`src/hdl/kdf_pkg.sv`:
```
// ----------------------------------------------------------------------------
// kdf_pkg
// Shared types and constants for the keypad debounce and key-code FIFO block.
// ----------------------------------------------------------------------------
package kdf_pkg;

  localparam int unsigned ROWS_DEF       = 4;
  localparam int unsigned COLS_DEF       = 4;
  localparam int unsigned FIFO_DEPTH_DEF = 16;

  localparam int unsigned MAX_COLS  = 8;
  localparam int unsigned ROW_W     = 2;
  localparam int unsigned LVL_W     = 4;
  localparam int unsigned CNT_W     = 8;
  localparam int unsigned CODE_W    = 4;
  localparam int unsigned COUNT_W   = 4;
  localparam int unsigned COL_IDX_W = 3;

  localparam logic [CNT_W-1:0] CNT_MAX      = 8'hFF;
  localparam logic [CNT_W-1:0] STABLE_RESET = 8'd4;

  typedef enum logic {
    MODE_SAMPLE = 1'b0,
    MODE_POP    = 1'b1
  } mode_e;

  typedef struct packed {
    logic             mode;
    logic [ROW_W-1:0] row_index;
    logic [LVL_W-1:0] col_levels;
  } in_t;

  typedef struct packed {
    logic               key_valid;
    logic [CODE_W-1:0]  key_code;
    logic [COUNT_W-1:0] waiting_count;
  } out_t;

  // Classified operation handed from front to back.
  typedef struct packed {
    logic                mode;
    logic [ROW_W-1:0]    row;
    logic [MAX_COLS-1:0] mask;
  } op_t;

endpackage

```
`src/hdl/keypad_debounce_key_fifo.sv`:
```
// ----------------------------------------------------------------------------
// keypad_debounce_key_fifo
// Keypad row-sample debouncer with a ring FIFO of pressed key codes.
// ----------------------------------------------------------------------------
//  channel  signals                          transfer when
//  in       in_valid_i/in_ready_o/in_data_i  in_valid_i && in_ready_o
//  out      out_valid_o/out_ready_i/out_data_o out_valid_o && out_ready_i
//  cfg      cfg_valid_i/cfg_ready_o/cfg_data_i cfg_valid_i && cfg_ready_o
//
//  One item per cycle while neither the queue nor the result stalls; a row
//  sample that reports several presses holds the FIFO write port until each press is pushed or dropped on a full FIFO.
//  An input is registered in the queue and then in the result register.
//  A two-entry queue lets the front keep taking items while the back stalls.
//  Reset clears counters, pointers and sets stable_count to 4; no clear pass.
// ----------------------------------------------------------------------------
module keypad_debounce_key_fifo #(
  parameter int unsigned ROWS       = kdf_pkg::ROWS_DEF,
  parameter int unsigned COLS       = kdf_pkg::COLS_DEF,
  parameter int unsigned FIFO_DEPTH = kdf_pkg::FIFO_DEPTH_DEF
) (
  input  logic                      clk_i,
  input  logic                      rst_ni,
  input  logic                      in_valid_i,
  output logic                      in_ready_o,
  input  kdf_pkg::in_t              in_data_i,
  output logic                      out_valid_o,
  input  logic                      out_ready_i,
  output kdf_pkg::out_t             out_data_o,
  input  logic                      cfg_valid_i,
  output logic                      cfg_ready_o,
  input  logic [kdf_pkg::CNT_W-1:0] cfg_data_i
);

  logic [kdf_pkg::CNT_W-1:0] stable_count_q;
  logic                      op_valid, op_ready, head_valid, deq;
  kdf_pkg::op_t              op, head;

  assign cfg_ready_o = 1'b1;

  always_ff @(posedge clk_i or negedge rst_ni) begin
    if (!rst_ni) begin
      stable_count_q <= kdf_pkg::STABLE_RESET;
    end else if (cfg_valid_i && cfg_ready_o) begin
      stable_count_q <= cfg_data_i;
    end
  end

  kdf_front #(
    .ROWS (ROWS),
    .COLS (COLS)
  ) u_front (
    .clk_i          (clk_i),
    .rst_ni         (rst_ni),
    .in_valid_i     (in_valid_i),
    .in_ready_o     (in_ready_o),
    .in_data_i      (in_data_i),
    .stable_count_i (stable_count_q),
    .op_valid_o     (op_valid),
    .op_ready_i     (op_ready),
    .op_o           (op)
  );

  kdf_queue u_queue (
    .clk_i        (clk_i),
    .rst_ni       (rst_ni),
    .enq_valid_i  (op_valid),
    .enq_ready_o  (op_ready),
    .enq_data_i   (op),
    .head_valid_o (head_valid),
    .head_o       (head),
    .deq_i        (deq)
  );

  kdf_back #(
    .COLS       (COLS),
    .FIFO_DEPTH (FIFO_DEPTH)
  ) u_back (
    .clk_i        (clk_i),
    .rst_ni       (rst_ni),
    .head_valid_i (head_valid),
    .head_i       (head),
    .deq_o        (deq),
    .out_valid_o  (out_valid_o),
    .out_ready_i  (out_ready_i),
    .out_data_o   (out_data_o)
  );

endmodule

```
`src/hdl/kdf_ram.sv`:
```
// ----------------------------------------------------------------------------
// kdf_ram
// Generic single-write, single-read RAM with registered read data.
// ----------------------------------------------------------------------------
module kdf_ram #(
  parameter int unsigned WIDTH = 4,
  parameter int unsigned DEPTH = 16
) (
  input  logic                     clk_i,
  input  logic                     we_i,
  input  logic [$clog2(DEPTH)-1:0] waddr_i,
  input  logic [WIDTH-1:0]         wdata_i,
  input  logic                     re_i,
  input  logic [$clog2(DEPTH)-1:0] raddr_i,
  output logic [WIDTH-1:0]         rdata_o
);

  logic [WIDTH-1:0] mem_q [DEPTH];
  logic [WIDTH-1:0] rdata_q;

  always_ff @(posedge clk_i) begin
    if (we_i) begin
      mem_q[waddr_i] <= wdata_i;
    end
    if (re_i) begin
      rdata_q <= mem_q[raddr_i];
    end
  end

  assign rdata_o = rdata_q;

endmodule

```
`src/hdl/kdf_front.sv`:
```
// ----------------------------------------------------------------------------
// kdf_front
// Accepts items, runs the per-key debounce counters of the sampled row and
// emits a classified operation with the mask of columns that report a press.
// ----------------------------------------------------------------------------
module kdf_front #(
  parameter int unsigned ROWS = kdf_pkg::ROWS_DEF,
  parameter int unsigned COLS = kdf_pkg::COLS_DEF
) (
  input  logic                       clk_i,
  input  logic                       rst_ni,
  input  logic                       in_valid_i,
  output logic                       in_ready_o,
  input  kdf_pkg::in_t               in_data_i,
  input  logic [kdf_pkg::CNT_W-1:0]  stable_count_i,
  output logic                       op_valid_o,
  input  logic                       op_ready_i,
  output kdf_pkg::op_t               op_o
);

  logic [ROWS-1:0][COLS-1:0][kdf_pkg::CNT_W-1:0] cnt_q, cnt_d;
  logic [kdf_pkg::MAX_COLS-1:0]                   lvl;
  logic [kdf_pkg::MAX_COLS-1:0]                   mask;
  logic                                           acc;
  logic                                           sample;

  assign acc        = in_valid_i && op_ready_i;
  assign in_ready_o = op_ready_i;
  assign op_valid_o = in_valid_i;
  assign sample     = (in_data_i.mode == kdf_pkg::MODE_SAMPLE);
  assign lvl = {{(kdf_pkg::MAX_COLS - kdf_pkg::LVL_W){1'b1}}, in_data_i.col_levels};

  always_comb begin
    cnt_d = cnt_q;
    mask  = '0;
    for (int r = 0; r < ROWS; r++) begin
      for (int c = 0; c < COLS; c++) begin
        if (sample && (int'(in_data_i.row_index) == r)) begin
          if (!lvl[c]) begin
            if (cnt_q[r][c] != kdf_pkg::CNT_MAX) begin
              cnt_d[r][c] = cnt_q[r][c] + 8'd1;
              if ((cnt_q[r][c] + 8'd1) == stable_count_i) begin
                mask[c] = 1'b1;
              end
            end
          end else begin
            cnt_d[r][c] = '0;
          end
        end
      end
    end
  end

  assign op_o.mode = in_data_i.mode;
  assign op_o.row  = in_data_i.row_index;
  assign op_o.mask = mask;

  always_ff @(posedge clk_i or negedge rst_ni) begin
    if (!rst_ni) begin
      cnt_q <= '0;
    end else if (acc) begin
      cnt_q <= cnt_d;
    end
  end

endmodule

```
`src/hdl/kdf_queue.sv`:
```
// ----------------------------------------------------------------------------
// kdf_queue
// Two-entry queue of classified operations between front and back.
// ----------------------------------------------------------------------------
module kdf_queue (
  input  logic         clk_i,
  input  logic         rst_ni,
  input  logic         enq_valid_i,
  output logic         enq_ready_o,
  input  kdf_pkg::op_t enq_data_i,
  output logic         head_valid_o,
  output kdf_pkg::op_t head_o,
  input  logic         deq_i
);

  kdf_pkg::op_t ent_q [2];
  logic         rd_q, wr_q;
  logic [1:0]   cnt_q;
  logic         enq;
  logic         deq;

  assign enq_ready_o  = (cnt_q != 2'd2);
  assign head_valid_o = (cnt_q != 2'd0);
  assign head_o       = ent_q[rd_q];
  assign enq          = enq_valid_i && enq_ready_o;
  assign deq          = deq_i && head_valid_o;

  always_ff @(posedge clk_i) begin
    if (enq) begin
      ent_q[wr_q] <= enq_data_i;
    end
  end

  always_ff @(posedge clk_i or negedge rst_ni) begin
    if (!rst_ni) begin
      rd_q  <= 1'b0;
      wr_q  <= 1'b0;
      cnt_q <= 2'd0;
    end else begin
      if (enq) begin
        wr_q <= ~wr_q;
      end
      if (deq) begin
        rd_q <= ~rd_q;
      end
      if (enq && !deq) begin
        cnt_q <= cnt_q + 2'd1;
      end else if (deq && !enq) begin
        cnt_q <= cnt_q - 2'd1;
      end
    end
  end

endmodule

```
`src/hdl/kdf_back.sv`:
```
// ----------------------------------------------------------------------------
// kdf_back
// Executes queued operations on the key-code ring FIFO: one push or one pop
// per cycle, stalling while the held result is not taken, and holds the result register.
// ----------------------------------------------------------------------------
module kdf_back #(
  parameter int unsigned COLS       = kdf_pkg::COLS_DEF,
  parameter int unsigned FIFO_DEPTH = kdf_pkg::FIFO_DEPTH_DEF
) (
  input  logic         clk_i,
  input  logic         rst_ni,
  input  logic         head_valid_i,
  input  kdf_pkg::op_t head_i,
  output logic         deq_o,
  output logic         out_valid_o,
  input  logic         out_ready_i,
  output kdf_pkg::out_t out_data_o
);

  localparam int unsigned PTR_W = $clog2(FIFO_DEPTH);
  localparam int unsigned FILL_W = PTR_W + 1;
  localparam int unsigned SUM_W = 7;

  typedef struct packed {
    logic                        key_valid;
    logic [kdf_pkg::COUNT_W-1:0] waiting_count;
  } res_t;

  function automatic logic [PTR_W-1:0] ptr_inc(input logic [PTR_W-1:0] p);
    return (p == PTR_W'(FIFO_DEPTH - 1)) ? '0 : p + PTR_W'(1);
  endfunction

  logic [PTR_W-1:0]                 wp_q, wp_d, rp_q, rp_d, wp_nx;
  logic [kdf_pkg::MAX_COLS-1:0]     done_q, done_d, eff, bit_sel, rest;
  logic [kdf_pkg::COL_IDX_W-1:0]    col;
  logic [SUM_W-1:0]                 code_sum;
  logic [FILL_W-1:0]                fill;
  logic [8:0]                       fill_ext;
  logic                             res_valid_q, res_valid_d;
  res_t                             res_q, res_d;
  logic                             out_free, has, last, full;
  logic                             we, re, load, kv;
  logic [kdf_pkg::CODE_W-1:0]       rdata;

  always_comb begin
    col = '0;
    for (int i = kdf_pkg::MAX_COLS - 1; i >= 0; i--) begin
      if (eff[i]) begin
        col = kdf_pkg::COL_IDX_W'(i);
      end
    end
  end

  assign eff      = head_i.mask & ~done_q;
  assign has      = |eff;
  assign bit_sel  = kdf_pkg::MAX_COLS'(1) << col;
  assign rest     = eff & ~bit_sel;
  assign last     = (rest == '0);
  assign wp_nx    = ptr_inc(wp_q);
  assign full     = (wp_nx == rp_q);
  assign out_free = !res_valid_q || out_ready_i;
  assign code_sum = SUM_W'(head_i.row) * SUM_W'(COLS) + SUM_W'(col);

  always_comb begin
    we     = 1'b0;
    re     = 1'b0;
    load   = 1'b0;
    kv     = 1'b0;
    deq_o  = 1'b0;
    wp_d   = wp_q;
    rp_d   = rp_q;
    done_d = done_q;
    if (head_valid_i) begin
      if (head_i.mode == kdf_pkg::MODE_POP) begin
        if (out_free) begin
          load  = 1'b1;
          deq_o = 1'b1;
          if (wp_q != rp_q) begin
            re   = 1'b1;
            kv   = 1'b1;
            rp_d = ptr_inc(rp_q);
          end
        end
      end else if (has && !last) begin
        we     = !full;
        wp_d   = full ? wp_q : wp_nx;
        done_d = done_q | bit_sel;
      end else if (out_free) begin
        if (has) begin
          we   = !full;
          wp_d = full ? wp_q : wp_nx;
        end
        load  = 1'b1;
        deq_o = 1'b1;
      end
    end
    if (deq_o) begin
      done_d = '0;
    end
  end

  assign fill = (wp_d >= rp_d) ? (FILL_W'(wp_d) - FILL_W'(rp_d))
                               : (FILL_W'(wp_d) + FILL_W'(FIFO_DEPTH) - FILL_W'(rp_d));
  assign fill_ext = 9'(fill);

  assign res_d.key_valid     = kv;
  assign res_d.waiting_count = fill_ext[kdf_pkg::COUNT_W-1:0];
  assign res_valid_d = load ? 1'b1 : (out_ready_i ? 1'b0 : res_valid_q);

  kdf_ram #(
    .WIDTH (kdf_pkg::CODE_W),
    .DEPTH (FIFO_DEPTH)
  ) u_store (
    .clk_i   (clk_i),
    .we_i    (we),
    .waddr_i (wp_q),
    .wdata_i (code_sum[kdf_pkg::CODE_W-1:0]),
    .re_i    (re),
    .raddr_i (rp_q),
    .rdata_o (rdata)
  );

  always_ff @(posedge clk_i) begin
    if (load) begin
      res_q <= res_d;
    end
  end

  always_ff @(posedge clk_i or negedge rst_ni) begin
    if (!rst_ni) begin
      wp_q        <= '0;
      rp_q        <= '0;
      done_q      <= '0;
      res_valid_q <= 1'b0;
    end else begin
      wp_q        <= wp_d;
      rp_q        <= rp_d;
      done_q      <= done_d;
      res_valid_q <= res_valid_d;
    end
  end

  assign out_valid_o              = res_valid_q;
  assign out_data_o.key_valid     = res_q.key_valid;
  assign out_data_o.key_code      = res_q.key_valid ? rdata : '0;
  assign out_data_o.waiting_count = res_q.waiting_count;

  a_ptr_range: assert property (@(posedge clk_i) disable iff (!rst_ni)
    (wp_q <= PTR_W'(FIFO_DEPTH - 1)) && (rp_q <= PTR_W'(FIFO_DEPTH - 1)))
    else $error("fifo pointer out of range");

  a_done_subset: assert property (@(posedge clk_i) disable iff (!rst_ni)
    head_valid_i |-> ((done_q & ~head_i.mask) == '0))
    else $error("done mask has columns the head never asked for");

  a_code_held: assert property (@(posedge clk_i) disable iff (!rst_ni)
    (res_valid_q && res_q.key_valid && !out_ready_i) |=> $stable(rdata))
    else $error("popped code changed while result stalled");

  a_no_push_full: assert property (@(posedge clk_i) disable iff (!rst_ni)
    we |=> (wp_q != rp_q))
    else $error("push left fifo looking empty");

endmodule
```
`config.mk`:
```
export PLATFORM = sky130hd
export DESIGN_NAME = keypad_debounce_key_fifo
export DESIGN_NICKNAME = d
export VERILOG_FILES = /design/src/hdl/kdf_pkg.sv /design/src/hdl/keypad_debounce_key_fifo.sv /design/src/hdl/kdf_ram.sv /design/src/hdl/kdf_front.sv /design/src/hdl/kdf_queue.sv /design/src/hdl/kdf_back.sv
export SDC_FILE = /design/constraint.sdc
export NUM_CORES = 1
export LEC_CHECK = 0
export ABC_AREA = 1
export BUFFER_PORTS_ARGS = -buffer_cell sky130_fd_sc_hd__buf_4
export CAP_MARGIN = 20
export CORE_MARGIN = 2
export CORE_UTILIZATION = 64
export DETAILED_ROUTE_END_ITERATION = 8
export PLACE_DENSITY = 0.85
export SLEW_MARGIN = 20
export SYNTH_ARGS = -nofsm -noshare
export SYNTH_HDL_FRONTEND = slang
export SYNTH_SLANG_ARGS = --single-unit
```
`constraint.sdc`:
```
create_clock -name clk_i -period 3.14 [get_ports clk_i]
set_clock_uncertainty 0.15 [all_clocks]
set_input_delay 0.471 -clock clk_i [delete_from_list [all_inputs] [get_ports clk_i]]
set_output_delay 0.471 -clock clk_i [all_outputs]
set_load 0.02 [all_outputs]
```
==> results.toml, run 1 <==
[outcome]
outcome = "complete, no violations"

[worst_setup_path]
worstSetupPathType = "flip-flop to flip-flop"
worstPathArrival_ns = 3.22
crit_chain = "inv_4, ha_4, xnor2_1, and2_1, nand3_1, nor2_1, nor2_2, nand2_4, inv_6, nand2_1, o21ai_2, ha_4, nand2_1, nand2_2, a31oi_4, nand3_1, nand2_1, inv_1, nand2_1, nand2_1"
cp-end-kind = "flip-flop"
cp.required_ns = 3.27
cp_max_fo = 8
slowest_stage = "dfrtp_2"
max_stage_delay_ns = 0.48
cp-start-kind = "flip-flop"
crit_top_cell = "nand2_1"

[synthesis]
syn_area_per_cell_um2 = 7.74
synth_edf_count = 87
yosys_warnings = 0
synth_ff_type = "dfrtp_1"
ys_types = 41
syn_nets = 1839
syn_area_um2 = 13900
ys_seq_elements = 240
syn_inst = 1793
ys_seq_area_share_pct = 46.4
synthArstFlopShare_pct = 63.7

[floorplanning]
fp.dieArea_um2 = 22900
rows = 53
die_h_um = 151
start_util_pct = 65.6
fp.dieW_um = 151
io_pins = 32
core_um2 = 21200

[global_routing]
grt-ovfl-total = 0
first_global_vias = 12100
antenna_found_initial = 0
grt_start_max_net_pins = 64
grtUsageTotal_pct = 32.0
grt_pass1_wl_um = 57800

[power_and_ir_drop]
p_clk_share_pct = 20.0
seq_power_share_pct = 36.2
swShare_pct = 41.8
total_power_mw = 15.6
pwr_density_cell_nw_per_um2 = 995
leakage_nw = 7.19
vdd_drop_max_mv = 0.592
pwr-share-comb_pct = 43.8
p_int_mw = 9.07
p_sw_mw = 6.53

[placement]
post_dp_cell_area_um2 = 14500
port_buffers = 30
placed_cells = 2092
gp_congestion = 0.946
dp_hpwl_um = 24100

[drt]
drcViolationCount = 0
antenna_left = 0
drt_pass1_iterations = 9
via_per_inst = 5.93
wl_um = 36700
wl_per_cell_um = 17.0
first_iter_violations = 1181
dr_total_vias = 12800

[hold_path]
holdCritPathClass = "input port to flip-flop"

[job]
cap_violations = 0

[cts]
cts_sinks = 240
cts_tree = "built"
path_clk_slew_ns = 0.07
clockBufferDepth = 3
cts_made_buffers = 26
clk_latency_ns = 0.53
htreeDepth = 1
cts-root-buf = "clkbuf_16"

[sta]
max_slew_margin_pct = 56.7
finalCriticalPeriod_ns = 3.08
setup-violations-final = 0
period_share_pct = 98.2
tightest_slew_ns = 0.648
finalHoldViolCount = 0
fmax_mhz = 324
slew_violations = 0

[finish]
fill_cells = 1501
stdcell_count = 2162
num_antenna_cells = 0
drive_above_1_share_pct = 9.33
finish.utilization_pct = 74.1
multi_input_area_um2 = 6500
final_nets = 1913
final_area_um2 = 15700
area_growth_pct = 12.9
seqCellArea_um2 = 6450
## worst paths after layout
check,from,endpoint,slack [ns],depth (start not counted)
max in group asynchronous,rst_ni,stable_count_q[2],1.73,3
worst max-delay path,u_back.wp_q[0],u_back.out_data_o[3],0.06,20
worst min-delay path,cfg_data_i[7],stable_count_q[7],0.02,3
min in group asynchronous,rst_ni,u_front.cnt_q[124],0.37,2
worst min register to register,u_queue.cnt_q[0],u_queue.cnt_q[0],0.35,1
worst max register to register,u_back.wp_q[0],u_back.out_data_o[3],0.06,20
## synth_stat cells (10+ instances only)
| cell | instances | area [µm²] |
|---|---|---|
| inv_1 | 198 | 743 |
| nand2_1 | 499 | 1870 |
| nand4_1 | 43 | 269 |
| nand2_2 | 15 | 93.8 |
| ha_1 | 25 | 313 |
| buf_2 | 10 | 50.1 |
| dfrtp_1 | 152 | 3800 |
| xnor2_1 | 17 | 149 |
| nand3_1 | 183 | 916 |
| o21ai_0 | 107 | 536 |
| xor2_1 | 49 | 429 |
| nor2_1 | 172 | 646 |
| a21oi_1 | 12 | 60.1 |
| o21ai_1 | 23 | 115 |
| edfxtp_1 | 87 | 2610 |
| o22ai_1 | 111 | 694 |
| clkbuf_1 | 17 | 63.8 |
| inv_2 | 19 | 71.3 |
## timing repair
item	CTS	global route
pin swaps	1	10
resized for setup	2	20
hold buffers	7	0
setup buffers	4	11
setup endpoints to repair	1	1
endpoints found under the hold margin	68	0
## metal layers
| layer | track usage (%) | wire (µm) | vias to the layer above |
|---|---|---|---|
| met2 | 53.7 | 17600 | 616 |
| met3 | 4.01 | 2930 | 130 |
| met4 | 15.1 | 1660 | 0 |
| li1 | - | - | 6125 |
| met5 | 0 | 0 | - |
| met1 | 41.5 | 14500 | 5949 |
## final cells by class
cell class | count | share of cell area (%)
inverter | 224 | 5.44
clock inverter | 8 | 0.630
timing repair buffer | 80 | 4.23
clock buffer | 40 | 4.94
sequential | 240 | 41.1
multi-input combinational | 1295 | 41.4
tap | 275 | 2.19
## power by group through the flow
stage | registers (mW) | clock network (mW) | logic [mW]
2_1_floorplan | 5.41 | 0 | 4.71
3_3_place_gp | 5.58 | 0 | 5.89
3_5_place_dp | 5.61 | 0 | 6.18
4_1_cts | 5.58 | 3.15 | 6.37
5_1_grt | 5.78 | 3.27 | 7.66
6_report | 5.65 | 3.12 | 6.84
## cells in the final DEF (no fill, tap or decap), types with 7 or more instances in the layout
master         netlist  final
a21oi_1             12     12
buf_4                4     68
clkbuf_1            17      8
clkbuf_16            0     27
dfrtp_1            152    149
dlygate4sd3_1        0      7
edfxtp_1            87     87
ha_1                25     22
inv_1              198    195
inv_2               19     20
nand2_1            499    498
nand2_2             15     16
nand3_1            183    182
nand4_1             43     43
nor2_1             172    172
o21ai_0            107    106
o21ai_1             23     22
o22ai_1            111    111
xnor2_1             17     17
xor2_1              49     49
## state kept, by name (all words and copies together), names as in the netlist
signal / count
u_back.out_data_o: 5
stable_count_q: 8
u_back.rp_q: 4
u_queue.cnt_q: 2
u_queue.wr_q: 1
u_queue.rd_q: 1
u_back.done_q: 4
u_front.cnt_q: 128
u_queue.ent_q: 14
u_back.wp_q: 4
u_back.out_valid_o: 1
u_back.u_store.rdata_o: 4
u_back.u_store.mem_q: 64
## metrics by stage
stage / worst slack, ns / hold slack (ns) / setup TNS (ns)
floorplan: 0.287 / 0.0254 / 0
global route: -0.0879 / 0.0370 / -0.0879
CTS: 0.0193 / 0.0133 / 0
global placement: 0.106 / 0.316 / 0
detailed placement: -0.0788 / 0.337 / -0.0788
finish: 0.0569 / 0.0243 / 0
## cell families after synthesis
logic type	Yosys count	synth area share [%]
other	1	0.0270
flip-flops	240	46.4
XOR/XNOR	69	4.65
AND/OR/NAND/NOR	939	28.7
AO/OA/AOI/OAI	260	10.5
adder cells (fa/ha/maj)	26	2.40
buffers and inverters	258	7.27
## critical path, delay by kind of cell, from the launching register on
kind | cells | cell delay [ns]
AND/OR/NAND/NOR | 12 | 1.16
flip-flops | 1 | 0.48
adder cells (fa/ha/maj) | 2 | 0.43
AO/OA/AOI/OAI | 2 | 0.26
buffers and inverters | 3 | 0.24
XOR/XNOR | 1 | 0.13
No activity file was read; power rests on OpenSTA's default activity.
==> run 2: changes to the inputs <==
Settings changed: SETUP_SLACK_MARGIN set to 0.4.
==> run 2 against run 1 <==
Critical path type unchanged. Clock power is 8.7% higher. Critical path depth is 1 higher. Die area stayed put.
==> results.toml, run 2 (synthesis results as in run 1) <==
[power_and_ir_drop]
total_power_mw = 16.1
leakage_nw = 7.26
vdd_drop_max_mv = 0.592
pwr_density_cell_nw_per_um2 = 1020

[placement]
dp_hpwl_um = 24300
port_buffers = 30
placed_cells = 2096
gp_congestion = 0.914

[global_routing]
met2_usage_pct = 54.7
top_usage_layer = "met2"
grt_pass1_wl_um = 59900
first_global_vias = 12300
grtUsageMet3_pct = 5.96
antenna_found_initial = 0
grt_start_max_net_pins = 62
gr-usage-met1_pct = 41.9
grt-ovfl-total = 0
grtUsageTotal_pct = 32.9

[drt]
first_iter_violations = 1307
drt_pass1_iterations = 6
dr_total_vias = 13000
antenna_left = 0
via_per_inst = 6.01
wl_um = 37200
wl_per_cell_um = 17.2
drcViolationCount = 0

[floorplanning]
start_util_pct = 65.6
die_h_um = 151
core_um2 = 21200
fp.dieW_um = 151
io_pins = 32
rows = 53
fp.dieArea_um2 = 22900

[hold_path]
min_to = "stable_count_q[2]"
whs_path_depth = 3
holdCritPathClass = "input port to flip-flop"
min_from = "cfg_data_i[2]"

[finish]
drive_above_1_share_pct = 10.5
largest_reg_flops = 128
finish.utilization_pct = 74.8
stdcell_count = 2166
final_common_cell = "nand2_1"
mostFrequentLayoutCells = "490 x nand2_1, 194 x inv_1, 181 x nand3_1"
num_antenna_cells = 0
regMostFlops = "u_front.cnt_q"
final_nets = 1917
area_growth_pct = 14.0
biggestRegsByFlops = "u_front.cnt_q: 128 flops, u_back.u_store.mem_q: 64 flops, u_queue.ent_q: 14 flops"

[worst_setup_path]
rr_endpoint = "u_back.out_data_o[3]"
worstPathArrival_ns = 3.13
worstSetupPathType = "flip-flop to flip-flop"
worstReg2RegStart = "u_back.wp_q[1]"
reg2reg_depth = 21
cp.required_ns = 3.27
rrSetupSlack_ns = 0.14
cp-start-kind = "flip-flop"
cp_max_fo = 6
cp-end-kind = "flip-flop"

[cts]
cts_sinks = 240
cts_tree = "built"
htreeDepth = 1
cts-root-buf = "clkbuf_16"
cts_made_buffers = 26
clockBufferDepth = 3
clk_latency_ns = 0.53
path_clk_slew_ns = 0.07

[sta]
period_share_pct = 95.7
tightest_slew_ns = 0.706
slew_violations = 0
finalCriticalPeriod_ns = 3.00
max_slew_margin_pct = 52.9
fmax_mhz = 333
finalSetupTns_ns = 0
rsz0062_at_grt = "true"
finalHoldViolCount = 0
setup-violations-final = 0

[job]
cap_violations = 0

[outcome]
outcome = "complete, no violations"
## run 2: cell count changes in the layout (fill, tap and decap cells not counted), sizes merged
cell and change:
dlygate4sd3 -3, clkinv +1, clkbuf -5, bufinv +4, buf +7
## run 2: final cells by class
class,count,area [µm²]
Multi-Input combinational cell,1295,6550
Sequential cell,240,6450
Fill cell,1387,5330
Inverter,224,848
Clock buffer,35,736
Timing Repair Buffer,84,677
Tap cell,275,344
Clock inverter,13,220
## run 2: how the worst max path moves through the flow
stage | from | to | slack, ns
6_report | u_back.wp_q[1] | u_back.out_data_o[3] | 0.14
5_1_grt | u_back.wp_q[2] | u_back.out_data_o[3] | 0.05
4_1_cts | u_back.wp_q[1] | u_back.out_data_o[3] | 0.30
3_5_place_dp | u_back.wp_q[0] | u_back.out_data_o[3] | -0.02
3_3_place_gp | u_back.wp_q[0] | u_back.out_data_o[3] | 0.15
2_1_floorplan | u_back.wp_q[0] | u_back.out_data_o[3] | 0.35
## run 2: timing repair
| action | 4_1_cts | 5_1_grt |
|---|---|---|
| endpoints found under the setup margin | 3 | 15 |
| hold buffers | 4 | 0 |
| gates resized for setup | 19 | 12 |
| pin swaps | 16 | 11 |
| buffers inserted | 14 | 4 |
| endpoints found under the hold margin | 61 | 0 |
## run 2: routing by layer
metal  vias to the layer above  routed length [µm]
li1                       6145                   -
met1                      6034               14500
met2                       698               17700
met3                       132                3280
met4                         0                1670
met5                         -                   0
## run 2: power by group
group / switching (mW) / internal, mW / total, mW
Combinational: 4.32 / 2.73 / 7.06
Clock: 1.26 / 2.13 / 3.39
Sequential: 1.06 / 4.60 / 5.67
## run 2: worst max-delay path, stage by stage (launching register included)
cell,delay [ns]
dfrtp_2,0.45
ha_4,0.18
nand2_2,0.07
nand2_1,0.07
nand2_1,0.09
o21ai_2,0.07
xor2_1,0.20
nor2_2,0.07
nor2_2,0.19
nand2_4,0.09
inv_6,0.09
nand2_4,0.05
o21ai_4,0.08
ha_4,0.24
nand2_2,0.06
nand2_2,0.07
a31oi_4,0.16
nand3_2,0.10
nand2_2,0.10
inv_2,0.04
nand2_2,0.06
nand2_2,0.06
## run 2: stage by stage
step / worst slack, ns / cell area [µm²] / hold WS, ns
after CTS: 0.298 / 15800 / 0.00964
after floorplan: 0.355 / 13900 / 0.0254
after global routing: 0.0474 / 15800 / 0.0164
final: 0.136 / 15800 / 0.0199
after detailed placement: -0.0217 / 14600 / 0.313
after global placement: 0.148 / 14600 / 0.313
